--- src/hdl/mstd_pkg.sv ---
// Types, codes and reset values shared by the magnetic stripe track decoder.
package mstd_pkg;

	// One stripe bit request.
	typedef struct packed {
		logic card_bit;
		logic swipe_end;
	} bit_item_t;

	// One result request.
	typedef struct packed {
		logic [1:0] result_kind;
		logic [7:0] char_value;
		logic       last;
	} res_item_t;

	typedef enum logic [1:0] {
		PH_HUNT   = 2'd0,
		PH_DECODE = 2'd1,
		PH_DONE   = 2'd2
	} phase_t;

	localparam logic [1:0] KIND_CHAR = 2'd0;
	localparam logic [1:0] KIND_OK   = 2'd1;
	localparam logic [1:0] KIND_ERR  = 2'd2;

	localparam int CFG_IDX_W = 3;
	localparam int CFG_DATA_W = 8;

	localparam logic [CFG_IDX_W-1:0] CFG_CHAR_BITS  = 3'd0;
	localparam logic [CFG_IDX_W-1:0] CFG_START_SYM  = 3'd1;
	localparam logic [CFG_IDX_W-1:0] CFG_SEP_SYM    = 3'd2;
	localparam logic [CFG_IDX_W-1:0] CFG_END_SYM    = 3'd3;
	localparam logic [CFG_IDX_W-1:0] CFG_MIN_VALUE  = 3'd4;
	localparam logic [CFG_IDX_W-1:0] CFG_MAX_VALUE  = 3'd5;
	localparam logic [CFG_IDX_W-1:0] CFG_ASCII_OFS  = 3'd6;
	localparam logic [CFG_IDX_W-1:0] CFG_MAX_CHARS  = 3'd7;

	localparam logic [3:0] RST_CHAR_BITS = 4'd5;
	localparam logic [6:0] RST_START_SYM = 7'd11;
	localparam logic [6:0] RST_SEP_SYM   = 7'd13;
	localparam logic [6:0] RST_END_SYM   = 7'd15;
	localparam logic [6:0] RST_MIN_VALUE = 7'd0;
	localparam logic [6:0] RST_MAX_VALUE = 7'd9;
	localparam logic [6:0] RST_ASCII_OFS = 7'd48;
	localparam logic [7:0] RST_MAX_CHARS = 8'd40;

	// Data bits per character: char_bits clamped to 3..8, minus the parity bit.
	function automatic logic [2:0] data_bits(input logic [3:0] cb);
		logic [2:0] d;
		if (cb < 4'd3) begin
			d = 3'd2;
		end else if (cb > 4'd8) begin
			d = 3'd7;
		end else begin
			d = 3'(cb - 4'd1);
		end
		return d;
	endfunction

endpackage

--- src/hdl/magstripe_track_decoder_core.sv ---
// Magnetic stripe track decoder: sentinel hunt, character decode, parity and LRC check.
//
//  channel | signals                         | moves
//  --------+---------------------------------+-----------------------------------
//  bit     | bit_valid, bit_ready, bit_data  | one stripe bit request, LSB first
//  res     | res_valid, res_ready, res_data  | one result request (char/ok/error)
//  cfg     | cfg_wen, cfg_idx, cfg_data      | register write, no wait
//
// One bit request is taken per cycle; its state update and results land in the same
// cycle in the state registers and a 4-entry result queue. The queue drains one result
// per cycle on res_ready; bit_ready drops above two queued results, as one bit can
// add two. arst_n clears the decode state, the queue and loads register defaults.
module magstripe_track_decoder_core
	import mstd_pkg::*;
#(
	parameter int          HUNT_BITS   = 256,
	parameter logic        PARITY_INIT = 1'b1
) (
	input  logic                   clk,
	input  logic                   arst_n,
	input  logic                   bit_valid,
	output logic                   bit_ready,
	input  bit_item_t              bit_data,
	output logic                   res_valid,
	input  logic                   res_ready,
	output res_item_t              res_data,
	input  logic                   cfg_wen,
	input  logic [CFG_IDX_W-1:0]   cfg_idx,
	input  logic [CFG_DATA_W-1:0]  cfg_data
);

	localparam int HCW = $clog2(HUNT_BITS + 1);
	localparam logic [HCW-1:0] HUNT_LIMIT = HCW'(HUNT_BITS);
	localparam int QD = 4;

	// configuration
	logic [3:0] char_bits_q;
	logic [6:0] start_sym_q, sep_sym_q, end_sym_q, min_value_q, max_value_q, ascii_ofs_q;
	logic [7:0] max_chars_q;

	// decode state
	phase_t         phase_q, phase_n;
	logic [6:0]     win_q, win_n;
	logic [2:0]     pos_q, pos_n;
	logic           par_q, par_n;
	logic [6:0]     lrc_q, lrc_n;
	logic [1:0]     sent_q, sent_n;
	logic [7:0]     pay_cnt_q, pay_cnt_n;
	logic [HCW-1:0] hunt_cnt_q, hunt_cnt_n;

	// result queue, head at entry 0
	res_item_t  rq_q [QD];
	res_item_t  rq_n [QD];
	res_item_t  rq_sh [QD];
	logic [2:0] rq_cnt_q, rq_cnt_n;

	logic       take, pop;
	logic       r0_vld, r1_vld;
	res_item_t  r0, r1;

	assign take      = bit_valid && bit_ready;
	assign res_valid = (rq_cnt_q != 3'd0);
	assign res_data  = rq_q[0];
	assign pop       = res_valid && res_ready;
	assign bit_ready = (rq_cnt_q <= 3'd2);

	always_ff @(posedge clk or negedge arst_n) begin
		if (!arst_n) begin
			char_bits_q <= RST_CHAR_BITS;
			start_sym_q <= RST_START_SYM;
			sep_sym_q   <= RST_SEP_SYM;
			end_sym_q   <= RST_END_SYM;
			min_value_q <= RST_MIN_VALUE;
			max_value_q <= RST_MAX_VALUE;
			ascii_ofs_q <= RST_ASCII_OFS;
			max_chars_q <= RST_MAX_CHARS;
		end else if (cfg_wen) begin
			unique case (cfg_idx)
				CFG_CHAR_BITS: char_bits_q <= cfg_data[3:0];
				CFG_START_SYM: start_sym_q <= cfg_data[6:0];
				CFG_SEP_SYM:   sep_sym_q   <= cfg_data[6:0];
				CFG_END_SYM:   end_sym_q   <= cfg_data[6:0];
				CFG_MIN_VALUE: min_value_q <= cfg_data[6:0];
				CFG_MAX_VALUE: max_value_q <= cfg_data[6:0];
				CFG_ASCII_OFS: ascii_ofs_q <= cfg_data[6:0];
				CFG_MAX_CHARS: max_chars_q <= cfg_data;
				default: ;
			endcase
		end
	end

	// Per-bit decode step.
	always_comb begin
		logic [2:0] d;
		logic [6:0] mask;
		logic [6:0] hwin;
		logic [6:0] val;
		logic [7:0] limit;
		logic       is_s0, is_s1, is_s2, is_fin, is_pay;
		logic       step_vld;
		res_item_t  step_res;

		d        = data_bits(char_bits_q);
		mask     = 7'((8'd1 << d) - 8'd1);
		hwin     = ((win_q >> 1) | (7'(bit_data.card_bit) << (d - 3'd1))) & mask;
		val      = win_q & mask;
		limit    = (max_chars_q == 8'd0) ? 8'd0 : max_chars_q - 8'd1;
		is_s0    = (sent_q == 2'd0) && (val == start_sym_q);
		is_s1    = (sent_q == 2'd1) && (val == sep_sym_q);
		is_s2    = (sent_q == 2'd2) && (val == end_sym_q);
		is_fin   = (sent_q == 2'd3) && (val == lrc_q);
		is_pay   = !(is_s0 || is_s1 || is_s2 || is_fin) &&
			(val >= min_value_q) && (val <= max_value_q);

		phase_n    = phase_q;
		win_n      = win_q;
		pos_n      = pos_q;
		par_n      = par_q;
		lrc_n      = lrc_q;
		sent_n     = sent_q;
		pay_cnt_n  = pay_cnt_q;
		hunt_cnt_n = hunt_cnt_q;
		step_vld   = 1'b0;
		step_res   = '{result_kind: KIND_ERR, char_value: 8'd0, last: 1'b0};

		unique case (phase_q)
			PH_HUNT: begin
				win_n = hwin;
				if (hunt_cnt_q < HUNT_LIMIT) begin
					hunt_cnt_n = hunt_cnt_q + HCW'(1);
				end
				if ((hunt_cnt_n >= HCW'(d)) && (hwin == start_sym_q)) begin
					phase_n   = PH_DECODE;
					pos_n     = d;
					par_n     = PARITY_INIT ^ (^hwin);
					lrc_n     = PARITY_INIT ? mask : 7'd0;
					sent_n    = 2'd0;
					pay_cnt_n = 8'd0;
				end else if (hunt_cnt_n >= HUNT_LIMIT) begin
					step_vld = 1'b1;
					phase_n  = PH_DONE;
				end
			end
			PH_DECODE: begin
				if (pos_q < d) begin
					win_n = win_q | (7'(bit_data.card_bit) << pos_q);
					par_n = par_q ^ bit_data.card_bit;
					pos_n = pos_q + 3'd1;
				end else begin
					win_n = 7'd0;
					pos_n = 3'd0;
					par_n = PARITY_INIT;
					if ((par_q != bit_data.card_bit) ||
						!(is_s0 || is_s1 || is_s2 || is_fin || is_pay)) begin
						step_vld = 1'b1;
						phase_n  = PH_DONE;
					end else begin
						lrc_n = lrc_q ^ val;
						if (is_s0) sent_n = 2'd1;
						if (is_s1) sent_n = 2'd2;
						if (is_s2) sent_n = 2'd3;
						// capacity counts payload characters only, checked on every valid character
						if (pay_cnt_q >= limit) begin
							step_vld = 1'b1;
							phase_n  = PH_DONE;
						end else if (is_pay) begin
							step_vld = 1'b1;
							step_res.result_kind = KIND_CHAR;
							step_res.char_value  = 8'(val) + 8'(ascii_ofs_q);
							pay_cnt_n = pay_cnt_q + 8'd1;
						end else if (is_fin) begin
							step_vld = 1'b1;
							step_res.result_kind = KIND_OK;
							phase_n = PH_DONE;
						end
					end
				end
			end
			default: ;
		endcase

		r0     = step_res;
		r0_vld = step_vld;
		r1     = '{result_kind: KIND_ERR, char_value: 8'd0, last: 1'b1};
		r1_vld = 1'b0;

		if (bit_data.swipe_end) begin
			if (phase_n == PH_HUNT || phase_n == PH_DECODE) begin
				if (step_vld) begin
					r1_vld = 1'b1;
				end else begin
					r0_vld = 1'b1;
					r0     = r1;
				end
			end
			phase_n    = PH_HUNT;
			win_n      = 7'd0;
			pos_n      = 3'd0;
			par_n      = PARITY_INIT;
			lrc_n      = PARITY_INIT ? mask : 7'd0;
			sent_n     = 2'd0;
			pay_cnt_n  = 8'd0;
			hunt_cnt_n = '0;
		end
		r0.last = !r1_vld;
	end

	// Queue update: shift on pop, append new results behind what remains.
	always_comb begin
		logic [2:0] base;
		base = rq_cnt_q - 3'(pop);
		for (int i = 0; i < QD - 1; i++) begin
			rq_sh[i] = pop ? rq_q[i+1] : rq_q[i];
		end
		rq_sh[QD-1] = rq_q[QD-1];
		for (int i = 0; i < QD; i++) begin
			if (take && r0_vld && (base == 3'(i))) begin
				rq_n[i] = r0;
			end else if (take && r1_vld && ((base + 3'd1) == 3'(i))) begin
				rq_n[i] = r1;
			end else begin
				rq_n[i] = rq_sh[i];
			end
		end
		rq_cnt_n = base + (take ? (3'(r0_vld) + 3'(r1_vld)) : 3'd0);
	end

	always_ff @(posedge clk) begin
		for (int i = 0; i < QD; i++) begin
			rq_q[i] <= rq_n[i];
		end
	end

	always_ff @(posedge clk or negedge arst_n) begin
		if (!arst_n) begin
			phase_q    <= PH_HUNT;
			win_q      <= 7'd0;
			pos_q      <= 3'd0;
			par_q      <= PARITY_INIT;
			lrc_q      <= PARITY_INIT ? 7'h0f : 7'd0;
			sent_q     <= 2'd0;
			pay_cnt_q  <= 8'd0;
			hunt_cnt_q <= '0;
			rq_cnt_q   <= 3'd0;
		end else begin
			if (take) begin
				phase_q    <= phase_n;
				win_q      <= win_n;
				pos_q      <= pos_n;
				par_q      <= par_n;
				lrc_q      <= lrc_n;
				sent_q     <= sent_n;
				pay_cnt_q  <= pay_cnt_n;
				hunt_cnt_q <= hunt_cnt_n;
			end
			rq_cnt_q <= rq_cnt_n;
		end
	end

	a_queue_bound: assert property (@(posedge clk) disable iff (!arst_n)
		rq_cnt_q <= 3'd4)
		else $error("result queue overflow");

	a_swipe_rearm: assert property (@(posedge clk) disable iff (!arst_n)
		take && bit_data.swipe_end |=> phase_q == PH_HUNT && hunt_cnt_q == '0)
		else $error("no rearm after swipe end");

	a_hunt_clean: assert property (@(posedge clk) disable iff (!arst_n)
		phase_q == PH_HUNT |-> sent_q == 2'd0 && pay_cnt_q == 8'd0)
		else $error("hunting with stale track state");

	a_pop_count: assert property (@(posedge clk) disable iff (!arst_n)
		pop && !take |=> rq_cnt_q == $past(rq_cnt_q) - 3'd1)
		else $error("queue count lost a drained result");

endmodule
--- config.mk ---
export PLATFORM = sky130hd
export DESIGN_NAME = magstripe_track_decoder_core
export DESIGN_NICKNAME = d
export VERILOG_FILES = /design/src/hdl/mstd_pkg.sv /design/src/hdl/magstripe_track_decoder_core.sv
export SDC_FILE = /design/constraint.sdc
export NUM_CORES = 1
export LEC_CHECK = 0
export CAP_MARGIN = 20
export CORE_ASPECT_RATIO = 0.7
export CORE_UTILIZATION = 40
export CTS_CLUSTER_SIZE = 8
export DETAILED_ROUTE_END_ITERATION = 8
export DONT_BUFFER_PORTS = 1
export PLACE_DENSITY = 0.58
export SKIP_LAST_GASP = 1
export SLEW_MARGIN = 15
export SYNTH_ARGS = -nofsm -noshare
export SYNTH_HDL_FRONTEND = slang
export SYNTH_SLANG_ARGS = --single-unit
--- constraint.sdc ---
create_clock -name clk -period 12.6 [get_ports clk]
set_input_delay 1.89 -clock clk [delete_from_list [all_inputs] [get_ports clk]]
set_output_delay 1.89 -clock clk [all_outputs]
set_load 0.05 [all_outputs]
==> metrics <==
cell family with the largest share of critical-path delay=simple AND/OR/NAND/NOR gates; mean instance size in the synthesized netlist=9.97 µm²; total number of vias=~6.5k; run status=finished, final reports clean; critical path cell sequence=inv_1, ha_1, inv_1, a211oi_1, inv_1, ha_1, nor4b_1, a41o_1, nor2_1, nand2_1, inv_1, ha_1, o21a_1, o211ai_1, a311oi_1, nand4bb_1, a21oi_1, nand4_1, nor3_1, or3_1; flip-flop and latch area=between 3000 and 4000 µm²; Max Transition Viols Final=0; data arrival time of the critical path=roughly 6.6 ns; data required time at the worst endpoint=12.69 ns; Sw Pwr=about 830 µW; DRC violations left=0; fraction of met2 tracks used by global routing=between 20% and 30%; most used standard cells in the synthesized netlist=82 x nand2_1, 73 x dfrtp_1, 54 x inv_1, 53 x nor2_1, 49 x o21ai_0; highest attainable clock frequency=153 MHz; Most used DFF post-synth=dfrtp_1; most common cell in the synthesized netlist=nand2_1; Final TNS setup=0 ns; worst-case setup slack after placement=roughly 6.1 ns; clock latency on the worst-skew pair=0.43 ns; Final GP Congestion=around 0.9; most area-hungry cell type in the Yosys netlist=dfrtp_1; worst hold slack after final layout=0.507 ns; number of global-route vias before repair=6101; HPWL Detailed=about 16 mm; clock network fraction of design power=around a quarter; largest net degree at the start of global routing=between 90 and 100; CTS Buf Count=17; power density normalized to cell area=about 210 nW/µm²; largest buffer count on any clock path=2; count of endpoints failing hold in the final timing report=0; FP Rows=45; final clock skew=0.00776 ns; met1 demand-to-capacity share in global routing=a little over 30%; H-tree Lvls=4; final setup violation count=0; Tightest Pin Transition=1.07 ns; clock-pin transition on the worst setup and hold timing paths=0.06 ns; fraction of power consumed by combinational cells=between 30% and 40%; Floorplan Core Area=around 22000 µm²; sequential element share of the synthesized area=between 40% and 50%; top cell type's share of synthesized area=approximately 20%; via count normalized by instance count=5.50; sequential group share of total power=approximately 37%; Leak=approximately 0.004 µW; proportion of layout cells with a drive suffix above 1=14.0%; multi-input combinational cell area=slightly below 5000 µm²; type of element launching the critical path=flip-flop; Synth Instances=roughly 900; longest individual stage delay on the worst path=0.86 ns; final critical-path share of the clock period=about 52%; switching share of power=approximately 40%; sum of overflow across all layers after global routing=0; unrepaired setup endpoints after global routing=false; Die X=between 150 and 200 µm; number of warnings reported in the yosys synthesis log=0; initial antenna violation count=0; Die Ht=roughly 130 µm; PnR Total Power=around 2000 µW; Unique masters post-synth=81; worst path setup slack after routing=approximately 6.1 ns; Mapped Area=roughly 9000 µm²; TritonCTS Sinks=140; IO Pins=31; quantity of gates resized following cts=0; Diodes inserted=0; layout net count=between 900 and 1k; Crit path top cell by count=inv_1; DIE AREA=roughly 23000 µm²; Clock Tree Root=clkbuf_16; net count after synthesis=965; headroom to the max-slew limit=between 20% and 30%; overall track demand over capacity in global routing=about 20%; DRT Wirelength=approximately 22 mm; Initial Util=between 40 and 50%; average wire length per cell after detail routing=18.2 µm; hold-fix buffer count after cts=0; Maximum Capacitance Violations=0; number of buffers and inverters on the critical path=4; Worst Hold Class=flip-flop to flip-flop; CP max-delay cell=nor3_1; final critical-path required period=about 6.5 ns; drt first pass iters=5; buffers added on ports=0; GRT Max-Usage Layer=met1; share of flip-flops with an asynchronous set or reset after synthesis=68.6%; critical path class=flip-flop to flip-flop; Int Pwr=between 1000 and 1500 µW; critical-path maximum fanout=12; Worst setup EP type=flip-flop; synth top area cells=dfrtp_1 20%, edfxtp_1 15%, dfstp_2 6.7%, ha_1 6.4%, mux2_2 5.8%; number of buffers inserted by post-CTS setup repair=0; largest vdd supply drop=just over 100 µV; global-route track usage on met3=5.44%; violation count after the first detailed-routing iteration=536; number of antenna-violating nets in the routed design=0; number of flip-flops and latches in the synthesized netlist=140; number of enable-type register cells in the synthesized netlist=44; fill cell total of the finished layout=about 2.1k; Layout Area Growth over Synthesis=9.36%; TritonCTS clock tree=done; global-route wire length before repair=35.0 mm
## power by group through the flow
| stage | Sequential (µW) | Clock (µW) | Combinational [µW] |
|---|---|---|---|
| after global routing | 765 | 529 | 884 |
| final | 752 | 496 | 791 |
| after CTS | 748 | 508 | 788 |
| after global placement | 757 | 0 | 780 |
| after detailed placement | 756 | 0 | 782 |
| after floorplan | 711 | 0 | 633 |
## cell families (layout without fill, tap and decap cells)
logic type	Yosys count	count (layout)	synth area share, %
XOR/XNOR	51	51	4.99
AND/OR/NAND/NOR	287	287	16.8
adder cells (fa/ha/maj)	49	49	6.98
AO/OA/AOI/OAI	203	203	15.7
multiplexers	80	80	9.58
flip-flops	140	140	41.9
buffers and inverters	89	94	4.11
## per-layer routing
metal | wire (µm) | up-vias
met5 | 0 | -
met4 | 221 | 0
met3 | 1340 | 17
met2 | 8340 | 157
met1 | 11700 | 3087
li1 | - | 3261
## flip-flops by register name, indices dropped and copies added (netlist names), 3 cells and up
register,flops
rq_q,44
hunt_cnt_q,9
max_chars_q,8
pay_cnt_q,8
ascii_ofs_q,7
end_sym_q,7
lrc_q,7
max_value_q,7
min_value_q,7
sep_sym_q,7
start_sym_q,7
win_q,7
char_bits_q,4
pos_q,3
rq_cnt_q,3
## cell usage in the layout (no fill, tap or decap), drive strengths merged, types with 20 or more instances in the layout
master / Yosys / final
nand2: 82 / 82
dfrtp: 73 / 73
inv: 54 / 60
nor2: 53 / 53
o21ai: 52 / 52
a21oi: 47 / 47
mux2: 46 / 46
ha: 46 / 46
edfxtp: 44 / 44
mux2i: 34 / 34
xnor2: 31 / 31
nand2b: 29 / 29
dfstp: 23 / 23
xor2: 20 / 20
## final timing paths
path                                      from             end  slack [ns]  depth (start not counted)
min in group asynchronous               arst_n    pay_cnt_q[4]        1.15                          0
worst max register to register  char_bits_q[0]      rq_q[0][6]        6.06                         20
worst max-delay path            char_bits_q[0]      rq_q[0][6]        6.06                         20
worst min-delay path            max_value_q[1]  max_value_q[1]        0.51                          1
max in group asynchronous               arst_n  start_sym_q[3]       11.19                          0
worst min register to register  max_value_q[1]  max_value_q[1]        0.51                          1
## per-stage QoR
stage	std cells	util [%]	instance area [µm²]
final	1186	44.8	9800
after global placement	1154	42.2	9210
after CTS	1186	44.8	9780
after global routing	1186	44.8	9800
after floorplan	899	-	8960
after detailed placement	1154	42.2	9210
## layout make-up
class,instances,area share (%)
multi-input combinational,670,49.6
clock buffer,19,4.42
timing repair buffer,8,0.613
inverter,54,2.07
tap,282,3.60
sequential,140,38.3
clock inverter,13,1.37
Power figures use the tool's default switching activity.
